===== config.mk =====
export PLATFORM = sky130hd
export DESIGN_NAME = line_rasterizer_top
export DESIGN_NICKNAME = d
export VERILOG_FILES = /design/src/design/lr_pkg.sv /design/src/design/lr_clamp.sv /design/src/design/line_rasterizer_top.sv
export SDC_FILE = /design/constraint.sdc
export NUM_CORES = 1
export LEC_CHECK = 0
export ABC_AREA = 1
export BUFFER_PORTS_ARGS = -buffer_cell sky130_fd_sc_hd__buf_2
export CORE_ASPECT_RATIO = 1.25
export CORE_MARGIN = 8
export CORE_UTILIZATION = 39
export CTS_CLUSTER_DIAMETER = 60
export CTS_CLUSTER_SIZE = 40
export DETAILED_ROUTE_END_ITERATION = 16
export PLACE_DENSITY = 0.64
export SLEW_MARGIN = 0
export SYNTH_ARGS = -nofsm -noshare
export SYNTH_HDL_FRONTEND = slang
export SYNTH_HIERARCHICAL = 1
export SYNTH_SLANG_ARGS = --single-unit

===== constraint.sdc =====
create_clock -name clk -period 13.1 [get_ports clk]
set_input_delay 0 -clock clk [delete_from_list [all_inputs] [get_ports clk]]
set_output_delay 0 -clock clk [all_outputs]
set_load 0.05 [all_outputs]

===== src/design/lr_pkg.sv =====
package lr_pkg;

  // Fixed field widths
  localparam int unsigned FIELD_BITS     = 16;
  localparam int unsigned COORD_BITS_MAX = 24;
  localparam int unsigned COLOR_BITS     = 32;
  localparam int unsigned FRAME_BITS     = 14;
  localparam int unsigned PIX_BITS       = 13;

  // Frame size limits
  localparam logic [FRAME_BITS-1:0] FRAME_MAX          = 14'd8192;
  localparam logic [FRAME_BITS-1:0] FRAME_WIDTH_RESET  = 14'd4480;
  localparam logic [FRAME_BITS-1:0] FRAME_HEIGHT_RESET = 14'd2520;

  // Configuration register indexes
  typedef enum logic [0:0] {
    REG_FRAME_WIDTH  = 1'b0,
    REG_FRAME_HEIGHT = 1'b1
  } reg_index_t;

  // Item actions
  typedef enum logic [0:0] {
    ACT_START = 1'b0,
    ACT_STEP  = 1'b1
  } action_t;

  typedef struct packed {
    logic                   action;
    logic signed [15:0]     x_start;
    logic signed [15:0]     x_end;
    logic signed [15:0]     y_start;
    logic signed [15:0]     y_end;
    logic [COLOR_BITS-1:0]  color_start;
    logic [COLOR_BITS-1:0]  color_end;
  } item_t;

  typedef struct packed {
    logic [PIX_BITS-1:0]    pixel_x;
    logic [PIX_BITS-1:0]    pixel_y;
    logic [COLOR_BITS-1:0]  pixel_color;
    logic                   last_pixel;
  } pixel_t;

endpackage


===== src/design/lr_clamp.sv =====
module lr_clamp #(
  parameter int VW = 17
) (
  input  logic signed [VW-1:0]          value,
  input  logic [lr_pkg::FRAME_BITS-1:0] size,
  output logic [lr_pkg::PIX_BITS-1:0]   clamped
);
  import lr_pkg::*;

  localparam int CW = (VW > FRAME_BITS) ? VW : FRAME_BITS;

  logic [PIX_BITS-1:0] lim;
  logic [CW-1:0]       mag;
  logic [CW-1:0]       lim_w;

  // Bring the frame size into 1..8192 and take the last index
  always_comb begin
    priority if (size == '0) begin
      lim = '0;
    end else if (size > FRAME_MAX) begin
      lim = PIX_BITS'(FRAME_MAX - 14'd1);
    end else begin
      lim = PIX_BITS'(size - 14'd1);
    end
  end

  assign mag   = CW'($unsigned(CW'(value)));
  assign lim_w = CW'(lim);

  // Pin negatives to zero and overshoot to the last index
  always_comb begin
    priority if (value < 0) begin
      clamped = '0;
    end else if (mag > lim_w) begin
      clamped = lim;
    end else begin
      clamped = mag[PIX_BITS-1:0];
    end
  end

endmodule


===== src/design/line_rasterizer_top.sv =====
// A pixel item is registered on the output in the cycle after its step item is taken.
// Throughput: one item per cycle unless output stalls; single add-compare walk update.
// Start items and steps with no line in progress give no pixel item.
// The output register frees item_ready whenever it is empty or being drained.
// Reset (rst, synchronous) drops any line in progress, empties the output register and
// returns the frame size to 4480 by 2520.
module line_rasterizer_top #(
  parameter int COORD_BITS = 16
) (
  input  logic                          clk,
  input  logic                          rst,
  input  logic                          item_valid,
  output logic                          item_ready,
  input  lr_pkg::item_t                 item,
  output logic                          pixel_valid,
  input  logic                          pixel_ready,
  output lr_pkg::pixel_t                pixel,
  input  logic                          cfg_valid,
  output logic                          cfg_ready,
  input  lr_pkg::reg_index_t            cfg_index,
  input  logic [lr_pkg::FRAME_BITS-1:0] cfg_data
);
  import lr_pkg::*;

  localparam int P = COORD_BITS + 1;
  localparam int E = COORD_BITS + 3;

  function automatic logic signed [P-1:0] coord_in(input logic [FIELD_BITS-1:0] f);
    logic [COORD_BITS_MAX-1:0] raw;
    raw = {{(COORD_BITS_MAX - FIELD_BITS){1'b0}}, f};
    return {raw[COORD_BITS-1], raw[COORD_BITS-1:0]};
  endfunction

  // Configuration and walk state
  logic [FRAME_BITS-1:0] frame_width;
  logic [FRAME_BITS-1:0] frame_height;
  logic                  line_active;
  logic signed [P-1:0]   major_pos;
  logic signed [P-1:0]   minor_pos;
  logic signed [P-1:0]   major_stop;
  logic signed [P-1:0]   color_switch_point;
  logic signed [E-1:0]   error_term;
  logic signed [P-1:0]   delta_major;
  logic signed [P-1:0]   delta_minor;
  logic                  minor_direction;
  logic                  steep_line;
  logic [COLOR_BITS-1:0] color_now;
  logic [COLOR_BITS-1:0] color_later;

  logic take;

  // Start item set-up
  logic signed [P-1:0]   xa, xb, ya, yb;
  logic signed [P-1:0]   dx, dy;
  logic [P-1:0]          adx, ady;
  logic                  steep_next;
  logic signed [P-1:0]   ma, mb, na, nb;
  logic signed [P-1:0]   sa, sb, ta, tb;
  logic [COLOR_BITS-1:0] ca, cb;
  logic                  swap;
  logic signed [P-1:0]   dmaj_next, dmin_raw, dmin_next;

  // Step item
  logic signed [P-1:0]   px, py;
  logic signed [P-1:0]   major_inc;
  logic                  last;
  logic [PIX_BITS-1:0]   clamp_x, clamp_y;
  logic signed [E-1:0]   err_diag, err_flat;

  assign take       = item_valid && item_ready;
  assign item_ready = !pixel_valid || pixel_ready;
  assign cfg_ready  = 1'b1;

  // Pick the walk direction and order the endpoints
  always_comb begin
    xa  = coord_in(item.x_start);
    xb  = coord_in(item.x_end);
    ya  = coord_in(item.y_start);
    yb  = coord_in(item.y_end);
    dx  = xb - xa;
    dy  = yb - ya;
    adx = (dx < 0) ? $unsigned(-dx) : $unsigned(dx);
    ady = (dy < 0) ? $unsigned(-dy) : $unsigned(dy);
    steep_next = !(ady < adx);
    if (steep_next) begin
      ma = ya; mb = yb; na = xa; nb = xb;
    end else begin
      ma = xa; mb = xb; na = ya; nb = yb;
    end
    swap = ma > mb;
    sa = swap ? mb : ma;
    sb = swap ? ma : mb;
    ta = swap ? nb : na;
    tb = swap ? na : nb;
    ca = swap ? item.color_end : item.color_start;
    cb = swap ? item.color_start : item.color_end;
    dmaj_next = sb - sa;
    dmin_raw  = tb - ta;
    dmin_next = (dmin_raw < 0) ? -dmin_raw : dmin_raw;
  end

  // Current pixel and error updates
  assign px        = steep_line ? minor_pos : major_pos;
  assign py        = steep_line ? major_pos : minor_pos;
  assign major_inc = major_pos + P'(1);
  assign last      = major_inc == major_stop;
  assign err_diag  = error_term + ((E'(delta_minor) - E'(delta_major)) <<< 1);
  assign err_flat  = error_term + (E'(delta_minor) <<< 1);

  lr_clamp #(.VW(P)) u_clamp_x (
    .value   (px),
    .size    (frame_width),
    .clamped (clamp_x)
  );

  lr_clamp #(.VW(P)) u_clamp_y (
    .value   (py),
    .size    (frame_height),
    .clamped (clamp_y)
  );

  // Hold frame size
  always_ff @(posedge clk) begin
    if (rst) begin
      frame_width  <= FRAME_WIDTH_RESET;
      frame_height <= FRAME_HEIGHT_RESET;
    end else if (cfg_valid && cfg_ready) begin
      unique case (cfg_index)
        REG_FRAME_WIDTH:  frame_width  <= cfg_data;
        REG_FRAME_HEIGHT: frame_height <= cfg_data;
        default: ;
      endcase
    end
  end

  // Load or advance the walk
  always_ff @(posedge clk) begin
    if (rst) begin
      line_active <= 1'b0;
    end else if (take) begin
      if (item.action == ACT_START) begin
        steep_line         <= steep_next;
        delta_major        <= dmaj_next;
        delta_minor        <= dmin_next;
        minor_direction    <= dmin_raw < 0;
        major_pos          <= sa;
        minor_pos          <= ta;
        major_stop         <= sb;
        color_switch_point <= sa + (dmaj_next >>> 1);
        error_term         <= (E'(dmin_next) <<< 1) - E'(dmaj_next);
        color_now          <= ca;
        color_later        <= cb;
        line_active        <= dmaj_next > 0;
      end else if (line_active) begin
        if (error_term > 0) begin
          minor_pos  <= minor_direction ? minor_pos - P'(1) : minor_pos + P'(1);
          error_term <= err_diag;
        end else begin
          error_term <= err_flat;
        end
        major_pos <= major_inc;
        if (major_inc > color_switch_point) begin
          color_now <= color_later;
        end
        if (last) begin
          line_active <= 1'b0;
        end
      end
    end
  end

  // Output register
  always_ff @(posedge clk) begin
    if (rst) begin
      pixel_valid <= 1'b0;
    end else if (take) begin
      pixel_valid <= (item.action == ACT_STEP) && line_active;
    end else if (pixel_ready) begin
      pixel_valid <= 1'b0;
    end
  end

  always_ff @(posedge clk) begin
    if (take) begin
      pixel.pixel_x     <= clamp_x;
      pixel.pixel_y     <= clamp_y;
      pixel.pixel_color <= color_now;
      pixel.last_pixel  <= last;
    end
  end

endmodule


==> flow_metrics.py <==
metrics = {
    "placed_design": {
        "port_buffers": 209,
        "dp_hpwl_um": 54520,
        "gp_congestion": 0.9165,
        "dp_cells": 4083,
    },
    "final_layout": {
        "layout_commonest_cell": "nand2_1",
        "synthToLayoutAreaGrowth_pct": 16.03,
        "layout_common_cells": "nand2_1, inv_1, o21ai_0",
        "layoutNonFillerInstCount": 4244,
        "layout.nets": 3832,
        "drive_gt1_share_pct": 9.868,
    },
    "worst_setup_path": {
        "worstSetupEndpointType": "flip-flop",
        "slowest_delay_ns": 0.52,
        "slowest_stage": "dlygate4sd3_1",
        "cpMostUsedCell": "nand2_1",
        "worstSetupStartpointType": "input pin",
        "arrival_ns": 12.15,
        "crit_required_ns": 13.42,
        "path_max_fanout": 69,
        "crit_type": "in -> reg",
    },
    "routing": {
        "vias_per_cell": 5.048,
        "drtIter0Drc": 1231,
        "first_pass_iters": 5,
        "drc_errors": 0,
        "via_count": 21420,
        "wire_per_inst_um": 16.11,
        "routed_wl_um": 68380,
        "antenna_left": 0,
    },
    "sta": {
        "final_hold_viol_count": 0,
        "drv_slew": 0,
        "rsz0062_at_grt": "false",
        "worstMarginPinSlew_ns": 0.8892,
        "clock.fmax_ghz": 0.08452,
        "skew_ns": 0.03869,
        "setup_tns_ns": 0,
        "fin_crit_ns": 11.83,
        "period_share_pct": 90.31,
        "finalSetupViolations": 0,
        "relSlewSlack_pct": 40.72,
    },
    "synth": {
        "ys_ff_latch": 275,
        "synth-edff-count": 245,
        "syn_avg_cell_area_um2": 7.362,
        "synth_ff_type": "edfxtp_1",
        "yosysUniqueCellTypes": 61,
        "synth-seq-area-share_pct": 33.98,
        "yosysWarnings": 6,
        "syn_nets": 3551,
        "async_flop_share_pct": 0,
        "syn_area_um2": 23420,
        "syn_inst": 3181,
    },
    "global_route": {
        "grt_pass1_vias": 20930,
        "grt_pass1_wl_um": 108600,
        "antenna_found_initial": 3,
        "grt_overflow": 0,
        "globalRouteTotalUtil_pct": 19.48,
        "grt_max_degree": 96,
    },
    "floorplan": {
        "die_y_um": 290.0,
        "dieArea_um2": 68190,
        "rows": 100,
        "core_area_um2": 59430,
        "die_width_um": 235.2,
        "ios": 211,
        "initial_core_util_pct": 39.40,
    },
    "cts": {
        "clock-root-buffer": "clkbuf_16",
        "htreeDepth": 1,
        "cts_setup_buffers": 0,
        "cts-buffers-inserted": 20,
        "cts_sinks": 275,
        "clk_latency_ns": 0.57,
        "cts_buffer_depth": 3,
        "clkSlewWorstSetupHoldPaths_ns": 0.11,
        "cts_tree": "yes",
    },
    "outcome": {
        "status": "completed",
    },
    "flow_run": {
        "max_cap_violations": 0,
    },
    "min_path": {
        "min_path_type": "in -> reg",
    },
}
-- synthesized netlist by cell type, types with 11 or more instances --
library cell,n,area share [%]
dfxtp_1,30,2.6
o21ai_0,341,7.3
nand2_1,809,13
nand4_1,24,0.64
nor2_2,11,0.29
o21ai_1,23,0.49
nor2_1,243,3.9
nand3b_1,15,0.48
xor2_1,106,4.0
nand3_1,165,3.5
a21o_1,12,0.38
xnor2_1,38,1.4
clkbuf_1,57,0.91
a21oi_1,216,4.6
ha_1,213,11
nor3_1,30,0.64
o21bai_1,14,0.45
inv_1,418,6.7
nand2_2,22,0.59
edfxtp_1,245,31
-- registers in the layout, summed over array words and instances (netlist names), 16 cells and up --
register,flops
error_term,19
minor_pos,17
color_now,32
color_switch_point,17
delta_major,17
color_later,32
pixel,59
major_pos,17
delta_minor,17
major_stop,16
-- layer usage --
metal	global-route usage, %	part of all wire (%)	vias to the layer above
met5	0	0.037	-
met4	7.301	3.9	4
met3	2.058	4.2	120
met2	36.49	50	474
met1	22.54	42	9698
li1	-	-	11130
-- cell families (layout without fill, tap and decap cells) --
logic type | after synthesis | after routing | synth area share [%]
flip-flops | 275 | 275 | 33.98
AO/OA/AOI/OAI | 652 | 652 | 14.75
adder cells (fa/ha/maj) | 221 | 221 | 12.06
multiplexers | 3 | 3 | 0.1282
other | 1 | 4 | 0.01601
XOR/XNOR | 144 | 144 | 5.386
AND/OR/NAND/NOR | 1370 | 1370 | 24.94
buffers and inverters | 515 | 810 | 8.741
-- worst paths after layout --
| path | startpoint | endpoint | slack (ns) | cells past startpoint |
|---|---|---|---|---|
| setup reg to reg | error_term[14]$_DFFE_PP_ | error_term[18]$_DFFE_PP_ | 8.23 | 23 |
| hold / removal | item[128] | color_now[18]$_DFFE_PP_ | 0.03 | 2 |
| setup / recovery | item[65] | error_term[17]$_DFFE_PP_ | 1.27 | 74 |
| hold reg to reg | color_now[10]$_DFFE_PP_ | pixel[11]$_DFFE_PP_ | 0.42 | 0 |
-- stage by stage --
step	worst slack, ns	utilization (%)	hold slack [ns]	cell area, um2
after global routing	0.08652	45.71	0.06405	27170
after floorplan	2.395	-	0.06907	23420
after CTS	1.174	45.69	0.001295	27150
after detailed placement	1.020	42.32	0.2542	25150
after global placement	1.222	42.32	0.2439	25150
final	1.269	45.72	0.03174	27170
-- layout make-up --
class,instances,area (um2)
diodes,3,7.507
clock buffers,20,500.5
clock inverters,16,281.5
fillers,5937,32260
inverters,424,1592
multi-input cells,2391,13450
flip-flops and latches,275,7958
well taps,765,957.2
repair buffers,350,2429
-- critical path: cells and delay by family --
family                     cells  cell delay (ns)
and+or+nand+nor               36             4.38
buffers and inverters         12             1.95
adders and majority gates      6             2.08
AOI/OAI and AO/OA             17             3.03
xor gates and xnor gates       3             0.65
-- repair_timing --
action	4_1_cts	5_1_grt
hold buffers	122	0
gates resized for setup	0	3
setup endpoints to repair	0	1
hold endpoints to repair	95	0
Power is left out: the tool's default activity adds up to more than one toggle a clock period on the data nets, which glitch-free logic cannot reach.
